--- src/rtl/assert_macros.svh ---
// Assertion macros shared by the RTL of the pose and event frame parser.
// No dependencies; included by the modules that carry assertions.
`ifndef ASSERT_MACROS_SVH
`define ASSERT_MACROS_SVH

// The condition must hold at every clock edge outside reset.
`define ASSERT_ALWAYS(lbl, clk, rst_n, cond) \
  lbl: assert property (@(posedge clk) disable iff (!rst_n) (cond)) \
    else $error("invariant violated");

// The antecedent implies the consequent in the same cycle.
`define ASSERT_IMPLIES(lbl, clk, rst_n, ante, cons) \
  lbl: assert property (@(posedge clk) disable iff (!rst_n) (ante) |-> (cons)) \
    else $error("implication violated");

`endif

--- src/rtl/pefp_pkg.sv ---
// Package of the pose and event frame parser: byte codes, frame sizes,
// parser state type and the result record. No dependencies.
`default_nettype none

package pefp_pkg;

  // Byte codes on the link.
  localparam logic [7:0] POSE_HEAD  = 8'hFB;
  localparam logic [7:0] EVENT_HEAD = 8'hFD;
  localparam logic [7:0] EVENT_FLAG = 8'h01;
  localparam logic [7:0] FRAME_TAIL = 8'h0D;

  // Length of an event frame in bytes.
  localparam int unsigned EVENT_FRAME_BYTES = 3;

  // Frame kind codes carried in a result.
  localparam logic KIND_POSE  = 1'b0;
  localparam logic KIND_EVENT = 1'b1;

  // Parser state: which frame, if any, is being collected.
  typedef enum logic [1:0] {
    ST_IDLE,
    ST_POSE,
    ST_EVENT
  } state_e;

  // One result item.
  typedef struct packed {
    logic               frame_kind;
    logic signed [15:0] pose_x;
    logic signed [15:0] pose_y;
    logic signed [15:0] pose_z;
    logic signed [15:0] pose_yaw;
  } result_t;

endpackage

`default_nettype wire

--- src/rtl/pefp_byte_cell.sv ---
// One byte cell of the receive shift chain of the frame parser.
// Depends on nothing; instantiated in a row by the top level.
`default_nettype none

module pefp_byte_cell (
  input  wire logic       clk_i,
  input  wire logic       shift_i,
  input  wire logic [7:0] byte_i,
  output logic      [7:0] byte_o
);

  logic [7:0] byte_q;

  // Take the byte on byte_i (the previous cell, or the link byte for cell 0) on every transfer into the parser.
  always_ff @(posedge clk_i) begin
    if (shift_i) begin
      byte_q <= byte_i;
    end
  end

  assign byte_o = byte_q;

endmodule

`default_nettype wire

--- src/rtl/pose_and_event_frame_parser.sv ---
// Transfer of the final frame byte registers the result into the output or skid entry.
// Throughput: one byte per cycle; results leave through a two-entry output buffer and
// in_stall_o rises only when both entries are full, i.e. after the output has stalled.
// Frame bytes travel down a row of byte cells, one cell further per accepted byte.
// Reset (rst_ni, asynchronous, active low) returns the parser to idle and empties the
// output buffer; the byte cells keep their contents.
`default_nettype none

module pose_and_event_frame_parser #(
  parameter int unsigned POSE_FRAME_BYTES = 10
) (
  input  wire logic               clk_i,
  input  wire logic               rst_ni,
  input  wire logic               in_valid_i,
  output logic                    in_stall_o,
  input  wire logic [7:0]         rx_byte_i,
  output logic                    out_valid_o,
  input  wire logic               out_stall_i,
  output logic                    frame_kind_o,
  output logic signed [15:0]      pose_x_o,
  output logic signed [15:0]      pose_y_o,
  output logic signed [15:0]      pose_z_o,
  output logic signed [15:0]      pose_yaw_o
);

  import pefp_pkg::*;

  `include "assert_macros.svh"

  // Cells hold the payload bytes between head and tail of a pose frame.
  localparam int unsigned NumCells = POSE_FRAME_BYTES - 2;
  localparam int unsigned CntW     = $clog2(POSE_FRAME_BYTES);
  localparam logic [CntW-1:0] PoseLast  = CntW'(POSE_FRAME_BYTES - 1);
  localparam logic [CntW-1:0] EventLast = CntW'(EVENT_FRAME_BYTES - 1);

  state_e          state_q, state_d;
  logic [CntW-1:0] cnt_q, cnt_d;
  logic            in_fire;
  logic            frame_done;
  logic            res_valid;
  result_t         res;
  logic [7:0]      cell_byte [NumCells];

  logic            out_valid_q, out_valid_d;
  logic            skid_valid_q, skid_valid_d;
  logic            out_fire;
  result_t         out_q, skid_q;

  assign in_fire  = in_valid_i && !skid_valid_q;
  assign out_fire = out_valid_q && !out_stall_i;

  // Row of byte cells; cell 0 takes the incoming byte.
  for (genvar gi = 0; gi < NumCells; gi++) begin : g_cell
    logic [7:0] cell_in;
    if (gi == 0) begin : g_first
      assign cell_in = rx_byte_i;
    end else begin : g_next
      assign cell_in = cell_byte[gi-1];
    end
    pefp_byte_cell u_cell (
      .clk_i   (clk_i),
      .shift_i (in_fire),
      .byte_i  (cell_in),
      .byte_o  (cell_byte[gi])
    );
  end

  // The current byte is the last one of the frame being collected.
  assign frame_done = ((state_q == ST_POSE) && (cnt_q == PoseLast)) ||
                      ((state_q == ST_EVENT) && (cnt_q == EventLast));

  // Next state: count bytes; at frame end or in idle a head byte opens a frame, any other byte goes idle.
  always_comb begin
    state_d = state_q;
    cnt_d   = cnt_q;
    if (in_fire) begin
      if ((state_q == ST_IDLE) || frame_done) begin
        priority if (rx_byte_i == POSE_HEAD) begin
          state_d = ST_POSE;
          cnt_d   = CntW'(1);
        end else if (rx_byte_i == EVENT_HEAD) begin
          state_d = ST_EVENT;
          cnt_d   = CntW'(1);
        end else begin
          state_d = ST_IDLE;
          cnt_d   = '0;
        end
      end else begin
        cnt_d = cnt_q + CntW'(1);
      end
    end
  end

  // Outputs: check the finished frame and assemble the result.
  always_comb begin
    res_valid    = 1'b0;
    res          = '0;
    unique case (state_q)
      ST_POSE: begin
        res.frame_kind = KIND_POSE;
        res.pose_x     = {cell_byte[NumCells-1], cell_byte[NumCells-2]};
        res.pose_y     = {cell_byte[NumCells-3], cell_byte[NumCells-4]};
        res.pose_z     = {cell_byte[NumCells-5], cell_byte[NumCells-6]};
        res.pose_yaw   = {cell_byte[NumCells-7], cell_byte[NumCells-8]};
        res_valid      = in_fire && frame_done && (rx_byte_i == FRAME_TAIL);
      end
      ST_EVENT: begin
        res.frame_kind = KIND_EVENT;
        res_valid      = in_fire && frame_done && (cell_byte[0] == EVENT_FLAG) &&
                         (rx_byte_i == FRAME_TAIL);
      end
      default: begin
        res_valid = 1'b0;
      end
    endcase
  end

  always_ff @(posedge clk_i or negedge rst_ni) begin
    if (!rst_ni) begin
      state_q <= ST_IDLE;
      cnt_q   <= '0;
    end else begin
      state_q <= state_d;
      cnt_q   <= cnt_d;
    end
  end

  // Output buffer: the main register feeds the port, the skid entry catches a
  // result that arrives while the port is stalled.
  always_comb begin
    out_valid_d  = out_valid_q;
    skid_valid_d = skid_valid_q;
    if (!out_valid_q || out_fire) begin
      out_valid_d  = skid_valid_q || res_valid;
      skid_valid_d = 1'b0;
    end else if (res_valid) begin
      skid_valid_d = 1'b1;
    end
  end

  always_ff @(posedge clk_i or negedge rst_ni) begin
    if (!rst_ni) begin
      out_valid_q  <= 1'b0;
      skid_valid_q <= 1'b0;
    end else begin
      out_valid_q  <= out_valid_d;
      skid_valid_q <= skid_valid_d;
    end
  end

  always_ff @(posedge clk_i) begin
    if (!out_valid_q || out_fire) begin
      out_q <= skid_valid_q ? skid_q : res;
    end else if (res_valid) begin
      skid_q <= res;
    end
  end

  assign in_stall_o   = skid_valid_q;
  assign out_valid_o  = out_valid_q;
  assign frame_kind_o = out_q.frame_kind;
  assign pose_x_o     = out_q.pose_x;
  assign pose_y_o     = out_q.pose_y;
  assign pose_z_o     = out_q.pose_z;
  assign pose_yaw_o   = out_q.pose_yaw;

  // The skid entry is only ever filled behind a stalled main register.
  `ASSERT_IMPLIES(a_skid_behind_out, clk_i, rst_ni, skid_valid_q, out_valid_q)
  // The byte count is zero exactly when no frame is being collected.
  `ASSERT_ALWAYS(a_idle_count, clk_i, rst_ni, (state_q == ST_IDLE) == (cnt_q == '0))
  // A result comes only from a frame that completes on this transfer.
  `ASSERT_IMPLIES(a_result_at_end, clk_i, rst_ni, res_valid, in_fire && frame_done)

endmodule

`default_nettype wire

--- config.mk ---
export PLATFORM = sky130hd
export DESIGN_NAME = pose_and_event_frame_parser
export DESIGN_NICKNAME = d
export VERILOG_FILES = /design/src/rtl/pefp_pkg.sv /design/src/rtl/pefp_byte_cell.sv /design/src/rtl/pose_and_event_frame_parser.sv
export VERILOG_INCLUDE_DIRS = /design/src /design/src/rtl
export SDC_FILE = /design/constraint.sdc
export NUM_CORES = 1
export LEC_CHECK = 0
export ABC_AREA = 1
export BUFFER_PORTS_ARGS = -buffer_cell sky130_fd_sc_hd__buf_2
export CAP_MARGIN = 20
export CELL_PAD_IN_SITES_DETAIL_PLACEMENT = 0
export CELL_PAD_IN_SITES_GLOBAL_PLACEMENT = 2
export CORE_MARGIN = 2
export CORE_UTILIZATION = 27
export CTS_BUF_LIST = sky130_fd_sc_hd__clkbuf_16
export DETAILED_ROUTE_END_ITERATION = 8
export PLACE_DENSITY_LB_ADDON = 0.1
export SLEW_MARGIN = 20
export SYNTH_ARGS = -nofsm -noshare
export SYNTH_HDL_FRONTEND = slang
export SYNTH_SLANG_ARGS = --single-unit
--- constraint.sdc ---
create_clock -name clk_i -period 12.55 [get_ports clk_i]
set_input_delay 1.255 -clock clk_i [delete_from_list [all_inputs] [get_ports clk_i]]
set_output_delay 1.255 -clock clk_i [all_outputs]
set_load 0.005 [all_outputs]
==> impl_results.md, run 1 <==
* Outcome: finished clean
* Number of global-route vias before repair at 4243
* Fin crit share at 0.234
* Ant diodes at 0
* PostCTS Resize Cnt at 0
* Area delta synth->final at 20.9%
* Vias post-DR at 4075
* RSZ-0062 raised after global routing: false
* CP arrival at 3.07 ns
* Tot GR Track Use at 0.104
* Gpl congestion at 0.715
* Area contributors post-synth: edfxtp_1 (77%), nand2_1 (7.9%), o21ai_0 (4.4%)
* Placed wire-length estimate at 9030 microns
* CP Max Fanout at 65
* Core ar. at 27700 sq um
* CTS clk-pin slew, worst paths at 0.06 ns
* Minimum clock period at 2.94 ns
* Yosys warns at 0
* Kind of critical path: reg2reg
* Synth Cell Area at 7590 sq um
* Top-count cell post-synth: edfxtp_1
* Worst Clk Skew at 0.00989 ns
* Layout cells sized above 1 at 0.183
* H-tree depth at 1
* Clk_lat worst skew at 0.51 ns
* Non-Filler Cell Area, Final at 9170 sq um
* Syn nets at 586
* P_leak at 4.20 nW
* Final setup viols at 0
* IO buf count at 78
* Clock sinks at 202
* Die Y at 172 microns
* DRT iter0 DRCs at 253
* Rows at 61
* Initial Utilization at 0.274
* Max-cap violation count at 0
* Fin. Hold Viols at 0
* Main synth FF type: edfxtp_1
* I/O pin cnt at 79
* Class of the worst hold path: reg2reg
* Highest Clock Rate at 0.341 GHz
* Non-filler cells, final at 1049
* DRT antenna net count at 0
* Async S/R FF share, synth at 0.0396
* Dpl cells at 1007
* DRC Markers at 0
* Num CTS Buffers at 24
* Post-synthesis sequential area ratio at 0.794
* CTS tree: done
* Synth Instances at 568
* Core Util, Final at 0.331
* Slew @ Worst Pin at 0.930 ns
* Initial antenna violation count at 0
* Die Area at 29500 sq um
* Syn_area_per_cell at 13.4 sq um
* Post-synth top cells: edfxtp_1 (194), nand2_1 (160), inv_1 (87), o21ai_0 (67), buf_2 (15)
* DP Area at 8400 sq um
* Total power draw at 1.44 mW
* Startpoint types: flip-flop
* Via density at 3.88
* Area leader, netlist: edfxtp_1
* Post-synth top area share at 0.768
* Power per cell area at 157 nW/um^2
* Die Width at 172 microns
* Nets at 673
* Post-CTS setup buffers at 0
* CTS root buf: clkbuf_16
* Cts hold-fix bufs at 0
* Setup TNS at 0 ns
* Peak supply drop at 0.0000786 V
* Worst relative slew slack at 0.380
* Unique masters post-synth at 17
* Total wire length at 14800 microns
* Clock Path Buffers at 3
* Filler cells at 2766
* EDFF count, synth at 194
* Largest net degree at the start of global routing at 93
* Wire per inst at 14.1 microns
* Critical Path RT at 12.68 ns
* Crit. End Element: flip-flop
* First-pass GRT wire length at 23700 microns
* Synth Register Bits at 202
* Pins Over Slew Limit at 0
* Remaining Overflow, GRT at 0
* DR pass1 iterations at 4
==> logic make-up after synthesis <==
| group | count (synthesis) | synth area share |
|---|---|---|
| XOR/XNOR | 2 | 0.00231 |
| buffers and inverters | 109 | 0.0569 |
| AO/OA/AOI/OAI | 68 | 0.0448 |
| AND/OR/NAND/NOR | 181 | 0.0920 |
| adder cells (fa/ha/maj) | 6 | 0.00989 |
| flip-flops | 202 | 0.794 |
==> flip-flops by register name, summed over array words and instances (netlist names) <==
signal and cells:
pose_yaw_o 16, in_stall_o 1, skid_q 65, state_q 2, frame_kind_o 1, pose_z_o 16, g_cell.u_cell.byte_o 64, pose_x_o 16
cnt_q 4, pose_y_o 16, out_valid_o 1
==> cell type report <==
type	count	area (sq um)	area share
inverter	88	330	0.0360
multi-input combinational	257	1150	0.125
clock inverter	18	170	0.0186
sequential	202	6030	0.657
timing repair buffer	82	420	0.0458
clock buffer	24	601	0.0655
tap	378	473	0.0516
==> routing by layer <==
metal,vias to the layer above,GRT usage,share of wire
met3,20,0.0232,0.052
met1,1911,0.135,0.45
li1,2070,-,-
met2,74,0.172,0.48
met5,-,0,0
met4,0,0.0310,0.016
==> power by group <==
group	total (mW)	leakage [nW]	switching, mW	internal [mW]
Combinational	0.0129	1.54	0.00936	0.00356
Clock	0.676	0.384	0.267	0.409
Sequential	0.754	2.28	0.00742	0.746
Total	1.44	4.20	0.284	1.16
==> critical path, cell delays in order, from the launching register on <==
cell and delay, ns:
dfrtp_1 0.40, inv_1 0.09, ha_2 0.16, buf_4 0.55, nand3_1 0.14, nand2_1 0.09, nand2_1 0.08, inv_1 0.07
nand3_2 0.12, nor2_4 0.09, buf_4 0.71
==> final timing paths <==
path	startpoint	end	slack, ns	cells past startpoint
max in group asynchronous	rst_ni	in_stall_o	11.78	1
setup reg to reg	state_q[1]	skid_q[31]	9.61	10
hold / removal	g_cell[1].u_cell.byte_o[3]	g_cell[2].u_cell.byte_o[3]	0.45	0
setup / recovery	state_q[1]	skid_q[31]	9.61	10
hold reg to reg	g_cell[1].u_cell.byte_o[3]	g_cell[2].u_cell.byte_o[3]	0.45	0
min in group asynchronous	rst_ni	out_valid_o	0.58	1
==> layout by cell type (no fill, tap or decap) <==
master and n:
inv_6 1, ha_1 5, buf_2 78, clkbuf_16 24
a21oi_1 1, buf_4 4, edfxtp_1 194, inv_1 89
nand3_1 6, dfrtp_1 7, o21ai_0 67, nand2_2 1
clkinv_2 2, bufinv_16 3, clkinv_1 7, nand2_1 159
xor2_1 2, nand3_2 1, inv_2 2, dfrtp_4 1
nor2_2 1, nand2_4 1, clkinv_8 1, clkinvlp_4 1
nor2_1 11, nor2_4 1, ha_2 1
==> through the flow <==
step | worst slack, ns | hold WS, ns
3_3_place_gp | 9.28 | 0.438
3_5_place_dp | 9.20 | 0.436
5_1_grt | 9.29 | 0.461
6_report | 9.61 | 0.445
4_1_cts | 9.49 | 0.442
2_1_floorplan | 6.42 | 0.426
Note: power is estimated with default switching activity, not from simulation.
==> inputs of run 2 (changes only) <==
ABC_AREA = 0   (was 1)
clock period = 2.4 ns   (was 12.55 ns; I/O delays follow)
==> impl_results.md, run 2 <==
* Outcome: finished clean (unchanged)
* Fin crit share at 0.887 (was 0.234)
* Synth Instances at 395 (was 568)
* Crit. End Element: flip-flop (unchanged)
* Crit Reg-Reg Endpoint: skid_q[14] (was skid_q[31])
* PostCTS Resize Cnt at 0 (unchanged)
* CTS root buf: clkbuf_16 (unchanged)
* Post-synthesis sequential area ratio at 0.798 (was 0.794)
* EDFF count, synth at 194 (unchanged)
* Commonest non-fill, non-tap cell in the layout: edfxtp_1 (unchanged)
* Clock Path Buffers at 3 (unchanged)
* Worst Clk Skew at 0.00938 ns (was 0.00989 ns)
* Nets at 519 (was 673)
* Max reg flops at 65 (unchanged)
* Die Area at 29300 sq um (was 29500 sq um)
* Placed wire-length estimate at 8380 microns (was 9030 microns)
* DR pass1 iterations at 4 (unchanged)
* RSZ-0062 raised after global routing: false (unchanged)
* Startpoint types: flip-flop (unchanged)
* Non-filler cells, final at 895 (was 1049)
* DRT iter0 DRCs at 256 (was 253)
* Yosys warns at 0 (unchanged)
* Area delta synth->final at 23.1% (was 20.9%)
* Syn_area_per_cell at 19.1 sq um (was 13.4 sq um)
* Critical Path RT at 2.57 ns (was 12.68 ns)
* Worst relative slew slack at 0.547 (was 0.380)
* Clk_lat worst skew at 0.50 ns (was 0.51 ns)
* CTS tree: done (unchanged)
* Final setup viols at 0 (unchanged)
* Wire per inst at 16.1 microns (was 14.1 microns)
* Kind of critical path: reg2reg (unchanged)
* Post-synth top area share at 0.771 (was 0.768)
* Syn nets at 413 (was 586)
* Setup TNS at 0 ns (unchanged)
* Initial Utilization at 0.273 (was 0.274)
* DRC Markers at 0 (unchanged)
* Main synth FF type: edfxtp_1 (unchanged)
* Remaining Overflow, GRT at 0 (unchanged)
* Slew @ Worst Pin at 0.679 ns (was 0.930 ns)
* CP Max Fanout at 20 (was 65)
* Async S/R FF share, synth at 0.0396 (unchanged)
* CTS clk-pin slew, worst paths at 0.06 ns (about the same)
* Area contributors post-synth: edfxtp_1 (77%), mux2_2 (9.1%), and2_1 (5.4%) (was edfxtp_1 (77%), nand2_1 (7.9%), o21ai_0 (4.4%))
* Rows at 61 (unchanged)
* Minimum clock period at 2.13 ns (was 2.94 ns)
* Total wire length at 14400 microns (was 14800 microns)
* Ant diodes at 0 (unchanged)
* Peak supply drop at 0.000359 V (was 0.0000786 V)
* Num CTS Buffers at 23 (was 24)
* Unique masters post-synth at 31 (was 17)
* Number of global-route vias before repair at 3747 (was 4243)
* Max-cap violation count at 0 (unchanged)
* Post-CTS setup buffers at 0 (unchanged)
* I/O pin cnt at 79 (unchanged)
* Pins Over Slew Limit at 0 (unchanged)
* Core ar. at 27600 sq um (was 27700 sq um)
* Highest Clock Rate at 0.469 GHz (was 0.341 GHz)
* Critical Path Sink: skid_q[14] (was skid_q[31])
* CP Launch Point: g_cell[0].u_cell.byte_o[6] (was state_q[1])
* P_leak at 3.90 nW (was 4.20 nW)
* Cts hold-fix bufs at 9 (was 0)
* Die Width at 171 microns (was 172 microns)
* Top-count cell post-synth: edfxtp_1 (unchanged)
* Clock sinks at 202 (unchanged)
* Most flop-heavy register: skid_q (unchanged)
* Dpl cells at 845 (was 1007)
* CP arrival at 2.30 ns (was 3.07 ns)
* DRT antenna net count at 0 (unchanged)
* Power per cell area at 792 nW/um^2 (was 157 nW/um^2)
* Vias post-DR at 3590 (was 4075)
* R2R depth at 5 (was 10)
* Flop2flop setup slack at 0.27 ns (was 9.61 ns)
* First-pass GRT wire length at 22300 microns (was 23700 microns)
* Largest net degree at the start of global routing at 67 (was 93)
* Die Y at 171 microns (was 172 microns)
* Via density at 4.01 (was 3.88)
* Synth Cell Area at 7550 sq um (was 7590 sq um)
* Leading cell types in the layout, fill and taps excluded: edfxtp_1 (194), buf_2 (78), and2_1 (65), mux2_2 (61), clkbuf_16 (23) (was edfxtp_1 (194), nand2_1 (159), inv_1 (89), buf_2 (78), o21ai_0 (67))
* Layout cells sized above 1 at 0.360 (was 0.183)
* H-tree depth at 1 (unchanged)
* Tot GR Track Use at 0.0999 (was 0.104)
* Synth Register Bits at 202 (unchanged)
* Gpl congestion at 0.694 (was 0.715)
* R2r startpoint: g_cell[0].u_cell.byte_o[6] (was state_q[1])
* Initial antenna violation count at 0 (unchanged)
* Area leader, netlist: edfxtp_1 (unchanged)
* Post-synth top cells: edfxtp_1 (194), and2_1 (65), mux2_2 (61), clkbuf_1 (9), dfrtp_1 (8) (was edfxtp_1 (194), nand2_1 (160), inv_1 (87), o21ai_0 (67), buf_2 (15))
* Class of the worst hold path: in2async (was reg2reg)
* Fin. Hold Viols at 0 (unchanged)
* IO buf count at 78 (unchanged)
## run 2: changes by cell type after synthesis, sizes merged, moves of 3 or more
cell	before	now
clkbuf	5	9
nor2	13	3
buf	16	5
nand3	7	4
o21ai	67	4
mux2	0	65
inv	88	7
and2	0	65
nand2	161	5
## run 2: critical path, stage by stage, from the launching register on
cell	delay [ns]
edfxtp_1	0.40
or4_1	0.57
o21ai_2	0.20
o2111ai_4	0.15
nor2_4	0.17
buf_4	0.31
## run 2: final cells by class
cell class	instances	area, sq um
Clock buffer	23	576
Fill cell	2717	18300
Timing Repair Buffer	95	566
Multi-Input combinational cell	172	1500
Clock inverter	18	124
Tap cell	378	473
Sequential cell	202	6030
Inverter	7	42.5
## run 2: power by group
part           switching [mW]  leakage, nW  internal [mW]
Combinational          0.0722         1.26         0.0569
Clock                    1.32        0.363           1.94
Sequential             0.0577         2.28           3.92
Total                    1.45         3.90           5.92
## run 2: logic make-up (layout without fill, tap and decap cells)
group / count (synthesis) / in the layout / share of synthesized area
AOI/OAI and AO/OA: 7 / 7 / 0.00613
xor gates and xnor gates: 3 / 3 / 0.00348
adders and majority gates: 6 / 6 / 0.00994
buffers and inverters: 21 / 143 / 0.0113
DFF: 202 / 202 / 0.798
muxes: 65 / 65 / 0.0969
and+or+nand+nor: 91 / 91 / 0.0747
## run 2: how the worst min path moves through the flow
stage,startpoint,to,cells past startpoint,slack [ns]
CTS,rst_ni,state_q[1],2,0.11
floorplan,rst_ni,cnt_q[0],0,-0.06
finish,rst_ni,cnt_q[3],2,0.13
global placement,rst_ni,cnt_q[2],1,0.11
global route,rst_ni,in_stall_o,2,0.14
detailed placement,rst_ni,cnt_q[2],1,0.12
## run 2: per-stage QoR
stage                util  setup slack (ns)  hold WS, ns  instance area, sq um  power [mW]
CTS                 0.337             0.222        0.110                  9300        7.51
detailed placement  0.308             0.228        0.116                  8510        4.18
finish              0.337             0.270        0.128                  9300        7.37
floorplan               -            -0.253      -0.0556                  7620        4.11
global route        0.337             0.121        0.139                  9300        7.68
global placement    0.308             0.221        0.108                  8510        4.18
## run 2: layer usage
layer | vias up | GRT usage | routed length (microns) | share of wire
met1 | 1782 | 0.132 | 6550 | 0.45
met2 | 70 | 0.162 | 6890 | 0.48
met5 | - | 0 | 0 | 0
met3 | 28 | 0.0200 | 653 | 0.045
met4 | 0 | 0.0383 | 347 | 0.024
li1 | 1710 | - | - | -
